**config.mk**
```make
export PLATFORM = sky130hd
export DESIGN_NAME = hrp_fifo
export DESIGN_NICKNAME = d
export VERILOG_FILES = /design/src/hw/rtl/heart_rate_from_peaks_defines.svh /design/src/hw/rtl/hrp_pkg.sv /design/src/hw/rtl/hrp_fifo.sv
export SDC_FILE = /design/constraint.sdc
export NUM_CORES = 1
export LEC_CHECK = 0
export BUFFER_PORTS_ARGS = -buffer_cell sky130_fd_sc_hd__buf_2
export CAP_MARGIN = 30
export CORE_MARGIN = 2
export CORE_UTILIZATION = 40
export DETAILED_ROUTE_END_ITERATION = 8
export HOLD_SLACK_MARGIN = 0.05
export PLACE_DENSITY = 0.66
export SKIP_CTS_REPAIR_TIMING = 1
export SLEW_MARGIN = 5
export SYNTH_ARGS = -nofsm -noshare
export SYNTH_HDL_FRONTEND = slang
export SYNTH_SLANG_ARGS = --single-unit
```
**constraint.sdc**
```tcl
create_clock -name clk_i -period 3.2 [get_ports clk_i]
set_input_delay 0.48 -clock clk_i [delete_from_list [all_inputs] [get_ports clk_i]]
set_output_delay 0.48 -clock clk_i [all_outputs]
set_load 0.01 [all_outputs]
```
**src/hw/rtl/heart_rate_from_peaks_defines.svh**
```systemverilog
// assertion macros for the heart rate blocks, used by the rate engine
`ifndef HEART_RATE_FROM_PEAKS_DEFINES_SVH
`define HEART_RATE_FROM_PEAKS_DEFINES_SVH

// same-cycle implication, clocked on clk_i, off while rst_ni is low
`define HRP_ASSERT_IMPL(lbl, ante, cons, msg) \
  lbl: assert property (@(posedge clk_i) disable iff (!rst_ni) (ante) |-> (cons)) \
    else $error(msg);

// next-cycle implication, clocked on clk_i, off while rst_ni is low
`define HRP_ASSERT_NEXT(lbl, ante, cons, msg) \
  lbl: assert property (@(posedge clk_i) disable iff (!rst_ni) (ante) |=> (cons)) \
    else $error(msg);

`endif

```
**src/hw/rtl/hrp_pkg.sv**
```systemverilog
// shared types and constants of the heart rate block
`default_nettype none

package hrp_pkg;

  localparam int unsigned AVG_DEPTH_DEF   = 5;
  localparam int unsigned SAMPLE_BITS_DEF = 12;

  localparam int unsigned THR_W      = 12;
  localparam int unsigned INTERVAL_W = 16;
  localparam int unsigned TIME_W     = 32;
  localparam int unsigned RATE_W     = 9;
  localparam int unsigned DIVD_W     = 16;
  localparam int unsigned QUOT_W     = 9;
  localparam int unsigned QUEUE_DEPTH = 2;

  localparam int unsigned CFG_IDX_W  = 8;
  localparam int unsigned CFG_DATA_W = 16;

  // register indexes
  localparam logic [CFG_IDX_W-1:0] CFG_BEAT_THRESHOLD  = 8'd0;
  localparam logic [CFG_IDX_W-1:0] CFG_REARM_MARGIN    = 8'd1;
  localparam logic [CFG_IDX_W-1:0] CFG_MIN_INTERVAL_MS = 8'd2;
  localparam logic [CFG_IDX_W-1:0] CFG_MAX_INTERVAL_MS = 8'd3;

  localparam logic [THR_W-1:0]      BEAT_THRESHOLD_RST  = 12'd2500;
  localparam logic [THR_W-1:0]      REARM_MARGIN_RST    = 12'd200;
  localparam logic [INTERVAL_W-1:0] MIN_INTERVAL_RST    = 16'd300;
  localparam logic [INTERVAL_W-1:0] MAX_INTERVAL_RST    = 16'd2000;

  localparam logic [DIVD_W-1:0]     RATE_NUMERATOR    = 16'd60000;
  localparam logic [RATE_W-1:0]     RATE_MAX          = 9'd300;
  // at or below this interval the rate saturates
  localparam logic [INTERVAL_W-1:0] RATE_SAT_INTERVAL = 16'd200;

  typedef enum logic [1:0] {
    CMD_REPORT,
    CMD_LEADOFF,
    CMD_PUSH
  } hrp_cmd_e;

  typedef struct packed {
    hrp_cmd_e                kind;
    logic [INTERVAL_W-1:0]   interval;
  } hrp_cmd_t;

  typedef struct packed {
    logic              start;
    logic [DIVD_W-1:0] dividend;
    logic [DIVD_W-1:0] divisor;
  } hrp_div_req_t;

  typedef struct packed {
    logic              busy;
    logic              done;
    logic [QUOT_W-1:0] quotient;
  } hrp_div_rsp_t;

endpackage

`default_nettype wire

```
**src/hw/rtl/hrp_fifo.sv**
```systemverilog
// short command queue between the classifier and the rate engine
`default_nettype none

module hrp_fifo import hrp_pkg::*; (
  input  logic     clk_i,
  input  logic     rst_ni,
  input  logic     push_i,
  input  hrp_cmd_t push_data_i,
  output logic     full_o,
  input  logic     pop_i,
  output logic     empty_o,
  output hrp_cmd_t head_o
);

  localparam int unsigned PTR_W = (QUEUE_DEPTH > 1) ? $clog2(QUEUE_DEPTH) : 1;
  localparam int unsigned CNT_W = $clog2(QUEUE_DEPTH + 1);

  hrp_cmd_t         entry_q [QUEUE_DEPTH];
  logic [PTR_W-1:0] wptr_q, rptr_q;
  logic [CNT_W-1:0] cnt_q;
  logic             do_push, do_pop;

  assign full_o  = cnt_q == CNT_W'(QUEUE_DEPTH);
  assign empty_o = cnt_q == '0;
  assign do_push = push_i && !full_o;
  assign do_pop  = pop_i && !empty_o;
  assign head_o  = entry_q[rptr_q];

  function automatic logic [PTR_W-1:0] ptr_inc(input logic [PTR_W-1:0] p);
    ptr_inc = (p == PTR_W'(QUEUE_DEPTH - 1)) ? '0 : p + PTR_W'(1);
  endfunction

  always_ff @(posedge clk_i or negedge rst_ni) begin
    if (!rst_ni) begin
      wptr_q <= '0;
      rptr_q <= '0;
      cnt_q  <= '0;
    end else begin
      if (do_push) wptr_q <= ptr_inc(wptr_q);
      if (do_pop)  rptr_q <= ptr_inc(rptr_q);
      if (do_push && !do_pop) cnt_q <= cnt_q + CNT_W'(1);
      else if (do_pop && !do_push) cnt_q <= cnt_q - CNT_W'(1);
    end
  end

  always_ff @(posedge clk_i) begin
    if (do_push) entry_q[wptr_q] <= push_data_i;
  end

endmodule

`default_nettype wire

```
# After elaboration in Yosys (flattened, before gate mapping)
# Memories as Yosys holds them, arrays and structs flattened.
# Cells that the tools add are included.
[totals] reg_bits=4 latch_bits=0 mem_bits_rw=36 romBits=0 wordCells=25 n_memories=1
[mem_list] name="entry_q" words=2 word_bits=18 rd=1 rd_clocked_by_memory_dff=0 wr=1 line_no="hrp_fifo.sv:18" text="hrp_cmd_t entry_q [QUEUE_DEPTH];"
[classes] addsub=4 multipliers=0 n_div=0 n_lt_le_gt_ge=0 eq_ne=1 shift=0 n_mux=6 bitwise=0 n_reduce_logical=10
[op_table] operator="$logic_and 1x1->1" n=4
[op_table] operator="$logic_not 1->1" n=4
[op_table] operator="$mux 1" n=4
[op_table] operator="$mux 2" n=2
[op_table] operator="$add 1x1->1 const B" n=2
[op_table] operator="$add 2x1->2 const B" n=1
[op_table] operator="$eq 2x2->1 const B" n=1
[op_table] operator="$logic_not 2->1" n=1
[op_table] operator="$reduce_bool 2->1" n=1
[op_table] operator="$sub 2x1->2 const B" n=1

# Longest topological paths before layout
# Gate-level depths: netlist (run 1).
[logic_depth] depth_word=7 ltp_mapped=7 mapped_depth_nobuf=7

# Least setup slack after synthesis (run 1)
# OpenSTA, ideal clock, no wires.
[synth_path] path_type="register to register" startpoint="register cnt_q[0]" endpoint="memory entry_q[0][0] (netlist name), enable pin" setup_ns=0.392 t_arrival_ns=1.426 t_required_ns=2.808 path_slack_ns=1.382 stages_incl_launch_ff=4 n_path_buf=0 synth_period_minus_slack_ns=1.818 path_cell_list="dfrtp_1 nand2b_1 nand2_1 nor2_1"
[synth_via] elab_chain_cells=5
[synth_rtl] item="start: declaration" line_no="hrp_fifo.sv:20" text="logic [CNT_W-1:0] cnt_q;"
[synth_rtl] item="start signal: assignment" line_no="hrp_fifo.sv:41" text="if (do_push && !do_pop) cnt_q <= cnt_q + CNT_W'(1);"
[synth_rtl] item="start signal: assignment" line_no="hrp_fifo.sv:42" text="else if (do_pop && !do_push) cnt_q <= cnt_q - CNT_W'(1);"
[synth_rtl] item="$eq 2x2->1" line_no="hrp_fifo.sv:23" text="assign full_o = cnt_q == CNT_W'(QUEUE_DEPTH);"
[synth_rtl] item="$logic_not 1->1" line_no="hrp_fifo.sv:25" text="assign do_push = push_i && !full_o;"
[synth_rtl] item="$logic_and 1x1->1" line_no="hrp_fifo.sv:25"
[synth_rtl] item="$mux 1" line_no="hrp_fifo.sv:47" text="if (do_push) entry_q[wptr_q] <= push_data_i;"
[synth_rtl] item="$mux 1 (not written as such)" line_no="hrp_fifo.sv:47"
[synth_rtl] item="end: declaration" line_no="hrp_fifo.sv:18"
# No other way between the ends.

==> results of run 1 <==
-- final timing paths --
kind	endpoint	slack [ns]	cells after the start
max in group asynchronous	wptr_q$_DFFE_PN0N_	2.55	2
worst max-delay path	head_o[3]	0.92	2
worst min-delay path	entry_q[0][1]$_DFFE_PP_	0.38	1
worst min register to register	wptr_q$_DFFE_PN0N_	0.53	1
min in group asynchronous	cnt_q[1]$_DFFE_PN0P_	0.52	2
worst max register to register	entry_q[0][16]$_DFFE_PP_	1.37	3
-- through the flow --
| step | cell area, um2 | power, mW | cells |
|---|---|---|---|
| 2_1_floorplan | 1545 | 1.196 | 75 |
| 3_3_place_gp | 1782 | 1.325 | 162 |
| 3_5_place_dp | 1782 | 1.352 | 162 |
| 4_1_cts | 1889 | 1.742 | 170 |
| 5_1_grt | 1899 | 1.811 | 171 |
| 6_report | 1899 | 1.718 | 171 |
-- state kept, by name (all words and copies together), names as in the netlist --
register  flops
entry_q      36
cnt_q         2
rptr_q        1
wptr_q        1
-- worst max-delay path: stages, from the launching register on --
cell	delay, ns
dfrtp_1	0.96
mux2_2	0.42
buf_2	0.14
-- layer usage --
metal	GRT usage	share of wire	up-vias
met1	0.1306	0.39	380
met4	0.04592	0.013	0
met5	0	0	-
met2	0.1975	0.54	21
li1	-	-	372
met3	0.04600	0.059	4
-- kinds of logic (layout without fill, tap and decap cells) --
| logic type | count (synthesis) | in the layout | share of synthesized area |
|---|---|---|---|
| AO/OA/AOI/OAI | 1 | 1 | 0.003236 |
| AND/OR/NAND/NOR | 6 | 6 | 0.01782 |
| multiplexers | 18 | 18 | 0.1530 |
| flip-flops | 40 | 40 | 0.7644 |
| XOR/XNOR | 5 | 5 | 0.02835 |
| buffers and inverters | 4 | 52 | 0.02510 |
| adder cells (fa/ha/maj) | 1 | 1 | 0.008096 |
-- cell usage in the layout (no fill, tap or decap) --
cell type / synthesis / final
nor2_2: 0 / 1
bufinv_16: 0 / 1
clkbuf_8: 0 / 5
nor2_1: 3 / 2
dfrtp_1: 4 / 4
inv_1: 2 / 2
clkinv_2: 0 / 1
nand2_1: 1 / 1
ha_1: 1 / 1
mux2_4: 9 / 9
o21ai_1: 1 / 1
edfxtp_1: 36 / 36
nand2b_1: 1 / 1
xor2_1: 2 / 2
clkbuf_1: 0 / 1
xnor2_1: 3 / 3
buf_2: 0 / 41
dlygate4sd3_1: 0 / 1
and3_1: 1 / 1
mux2_2: 9 / 9
-- cell type report --
class | count | area (um2)
fillers | 332 | 1789
flip-flops and latches | 40 | 1181
multi-input cells | 31 | 327.8
repair buffers | 42 | 215.2
clock buffers | 6 | 72.57
well taps | 48 | 60.06
clock inverters | 2 | 35.03
inverters | 2 | 7.507
-- power breakdown --
| group | total, mW | internal [mW] | switching, mW |
|---|---|---|---|
| logic | 0.504 | 0.275 | 0.230 |
| clock network | 0.389 | 0.231 | 0.158 |
| registers | 0.824 | 0.722 | 0.102 |
==> results.sh, run 1 <==
export IMPL_routed_wl_um=2367
export IMPL_rsz0062_at_grt="false"
export IMPL_grt_pass1_vias=803
export IMPL_utilization=0.5149
export IMPL_power_density_mw_per_mm2=904.6
export IMPL_start_kind="flip-flop"
export IMPL_cts_tree="built"
export IMPL_synth_seq_area_share=0.7644
export IMPL_ir_drop_v=0.0004982
export IMPL_grt_usage=0.1164
export IMPL_portBuffers=41
export IMPL_finalClockSkew_ns=0.002753
export IMPL_vias=777
export IMPL_ys_async_sr_fraction=0.1000
export IMPL_critPathLaunch="rptr_q$_DFFE_PN0P_"
export IMPL_finish_net_count=145
export IMPL_path_max_fanout=19
export IMPL_syn_area_mm2=0.001545
export IMPL_min_delay_start="push_data_i[1]"
export IMPL_start_util=0.4189
export IMPL_end_kind="output pin"
export IMPL_ys_flop_type="edfxtp_1"
export IMPL_postSynthCellCount=75
export IMPL_yosys_top_cells_area="edfxtp_1, mux2_4, mux2_2"
export IMPL_fin_crit_ns=2.282
export IMPL_slew_headroom=0.3699
export IMPL_antenna_found_initial=0
export IMPL_cts_buffers=5
export IMPL_drv_cap=0
export IMPL_die_area_mm2=0.004376
export IMPL_grt_max_degree=20
export IMPL_fin_crit_sh=0.7130
export IMPL_finalSetupViolations=0
export IMPL_power_leakage_nw=0.7689
export IMPL_ys_seq_elements=40
export IMPL_clk_latency_ns=0.28
export IMPL_rows=22
export IMPL_drv_slew=0
export IMPL_chipWidth_um=66.16
export IMPL_ant_nets=0
export IMPL_boundaryPins=42
export IMPL_first_pass_iters=3
export IMPL_drive_gt1_frac=0.5447
export IMPL_cp_arrival_ns=1.80
export IMPL_status="finished clean"
export IMPL_worstReg2RegStart="cnt_q[0]$_DFFE_PN0P_"
export IMPL_gp_congestion=0.6011
export IMPL_ys_types=15
export IMPL_via_per_inst=4.544
export IMPL_layout_setup_ws_ns=0.9184
export IMPL_drc_errors=0
export IMPL_dp_hpwl_um=1666
export IMPL_cts_buffer_depth=2
export IMPL_coreArea_mm2=0.003689
export IMPL_syn_num_nets=98
export IMPL_htree_levels=2
export IMPL_worst_slew_pin_slew_ns=0.9442
export IMPL_yosysMostFrequentCell="edfxtp_1"
export IMPL_critPathRequiredTime_ns=2.72
export IMPL_hold_ws_ns=0.3820
export IMPL_crit_type="flip-flop to output pin"
export IMPL_grt_overflow_total=0
export IMPL_ys_top_cells_by_count="edfxtp_1, mux2_2, mux2_4"
export IMPL_insertedDiodeCount=0
export IMPL_setup_tns_final_ns=0
export IMPL_drtIter0Drc=22
export IMPL_grt_pass1_wl_um=3663
export IMPL_syn_avg_cell_area_um2=20.60
export IMPL_synth_top_area_frac=0.6996
export IMPL_pre_cts_ws_ns=1.189
export IMPL_max_freq_mhz=438.3
export IMPL_synth_edf_count=36
export IMPL_syn_to_final_growth_pct=22.91
export IMPL_clk_pin_slew_worst_paths_ns=0.07
export IMPL_wl_per_cell_um=13.84
export IMPL_yosys_warnings=0
export IMPL_finalHoldViolCount=0
export IMPL_hold_path_class="primary input to flip-flop"
export IMPL_fp_dieH_um=66.16
export IMPL_synth_largest_area_cell="edfxtp_1"
export IMPL_cts_sinks=40
export IMPL_root_buffer="clkbuf_8"
No activity file was read; power rests on OpenSTA's default activity.
==> run 2: changes to the inputs <==
clock period = 2.3 ns   (was 3.2 ns; I/O delays follow)
==> run 2 against run 1 <==
Against the previous run:
- critical path depth up 1
- sequential power up 32%
- cell area up 0.13%
- combinational power up 55%
- critical path type unchanged
==> results.sh, run 2 (same netlist as run 1, synthesis figures left out) <==
export IMPL_insertedDiodeCount=0
export IMPL_status="finished clean"
export IMPL_via_per_inst=4.511
export IMPL_start_util=0.4189
export IMPL_placed_cell_area_mm2=0.001804
export IMPL_drtIter0Drc=19
export IMPL_boundaryPins=42
export IMPL_start_kind="flip-flop"
export IMPL_ir_drop_v=0.0005552
export IMPL_rsz0062_at_grt="false"
export IMPL_portBuffers=41
export IMPL_power_leakage_nw=0.7667
export IMPL_clk_pin_slew_worst_paths_ns=0.07
export IMPL_setup_tns_final_ns=0
export IMPL_postLayoutCellArea_mm2=0.001902
export IMPL_ant_nets=0
export IMPL_power_density_mw_per_mm2=1216
export IMPL_cts_sinks=40
export IMPL_rows=22
export IMPL_finalSetupViolations=0
export IMPL_utilization=0.5156
export IMPL_finish_net_count=148
export IMPL_crit_family="flip-flops"
export IMPL_worst_slew_pin_slew_ns=0.4358
export IMPL_crit_path_top_delay_cell="dfrtp_1"
export IMPL_final_cell_mix="buf_2, edfxtp_1, mux2_4, mux2_2, clkbuf_8"
export IMPL_slew_headroom=0.7092
export IMPL_dp_cells=165
export IMPL_largest_reg_flops=36
export IMPL_vias=785
export IMPL_grt_usage=0.1208
export IMPL_dp_hpwl_um=1780
export IMPL_htree_levels=2
export IMPL_regMostFlops="entry_q"
export IMPL_finalHoldViolCount=0
export IMPL_final_common_cell="buf_2"
export IMPL_fp_dieH_um=66.16
export IMPL_path_max_fanout=12
export IMPL_die_area_mm2=0.004376
export IMPL_total_power_mw=2.313
export IMPL_end_kind="output pin"
export IMPL_drive_gt1_frac=0.5556
export IMPL_antenna_found_initial=0
export IMPL_drv_cap=0
export IMPL_crit_buf_inv=2
export IMPL_coreArea_mm2=0.003689
export IMPL_syn_to_final_growth_pct=23.08
export IMPL_grt_overflow_total=0
export IMPL_grt_pass1_wl_um=3663
export IMPL_fin_crit_sh=0.8613
export IMPL_chipWidth_um=66.16
export IMPL_path_cells="buf_4 > mux2_2 > buf_2"
export IMPL_fin_cells=174
export IMPL_cts_buffer_depth=2
export IMPL_finalClockSkew_ns=0.005807
export IMPL_drv_slew=0
export IMPL_routed_wl_um=2431
export IMPL_cp_arrival_ns=1.64
export IMPL_clk_latency_ns=0.29
export IMPL_crit_type="flip-flop to output pin"
export IMPL_gp_congestion=0.6172
export IMPL_fin_crit_ns=1.981
export IMPL_first_pass_iters=4
export IMPL_slowest_delay_ns=0.53
export IMPL_critPathRequiredTime_ns=1.96
export IMPL_cts_buffers=5
export IMPL_grt_pass1_vias=789
export IMPL_top_regs="entry_q x36, cnt_q x2"
export IMPL_root_buffer="clkbuf_8"
export IMPL_max_freq_mhz=504.8
export IMPL_drc_errors=0
export IMPL_wl_per_cell_um=13.97
export IMPL_cts_tree="built"
export IMPL_hold_path_class="primary input to flip-flop"
export IMPL_grt_max_degree=14
## run 2: cell count changes in the layout (fill, tap and decap cells not counted), sizes merged
| cell | change |
|---|---|
| buf | +3 |
| clkinvlp | +2 |
| clkbuf | -1 |
| bufinv | -1 |
## run 2: power by group
part	internal [mW]	switching, mW
Sequential	1.00	0.0885
Combinational	0.401	0.382
Clock	0.209	0.230
Total	1.61	0.701
## run 2: per-layer routing
| layer | part of all wire | vias to the layer above | routed length [um] | global-route usage |
|---|---|---|---|---|
| met5 | 0 | - | 0 | 0 |
| met4 | 0.020 | 0 | 49 | 0.07653 |
| met3 | 0.055 | 5 | 134 | 0.03918 |
| met2 | 0.51 | 22 | 1230 | 0.1900 |
| met1 | 0.42 | 376 | 1017 | 0.1420 |
| li1 | - | 382 | - | - |
## run 2: cell type report
class / count / area [um2]
fillers: 323 / 1787
flip-flops and latches: 40 / 1181
multi-input cells: 31 / 327.8
repair buffers: 45 / 237.7
clock buffers: 5 / 68.82
well taps: 48 / 60.06
clock inverters: 3 / 18.77
inverters: 2 / 7.507
## run 2: per-stage QoR
stage	setup slack, ns	hold WS, ns
2_1_floorplan	0.4819	0.04941
3_5_place_dp	0.6156	0.1647
4_1_cts	0.2995	-0.1539
6_report	0.3190	0.2414
5_1_grt	0.2311	0.2291
3_3_place_gp	0.6560	0.1572
## run 2: final timing paths
path	start	endpoint	slack, ns	depth (start not counted)
max in group asynchronous	rst_ni	cnt_q[0]$_DFFE_PN0P_	1.78	2
max	rptr_q$_DFFE_PN0P_	head_o[10]	0.32	3
min	push_data_i[10]	entry_q[0][10]$_DFFE_PP_	0.24	1
min reg2reg	wptr_q$_DFFE_PN0N_	wptr_q$_DFFE_PN0N_	0.51	1
min in group asynchronous	rst_ni	cnt_q[1]$_DFFE_PN0P_	0.38	2
max reg2reg	cnt_q[0]$_DFFE_PN0P_	entry_q[0][6]$_DFFE_PP_	0.64	4
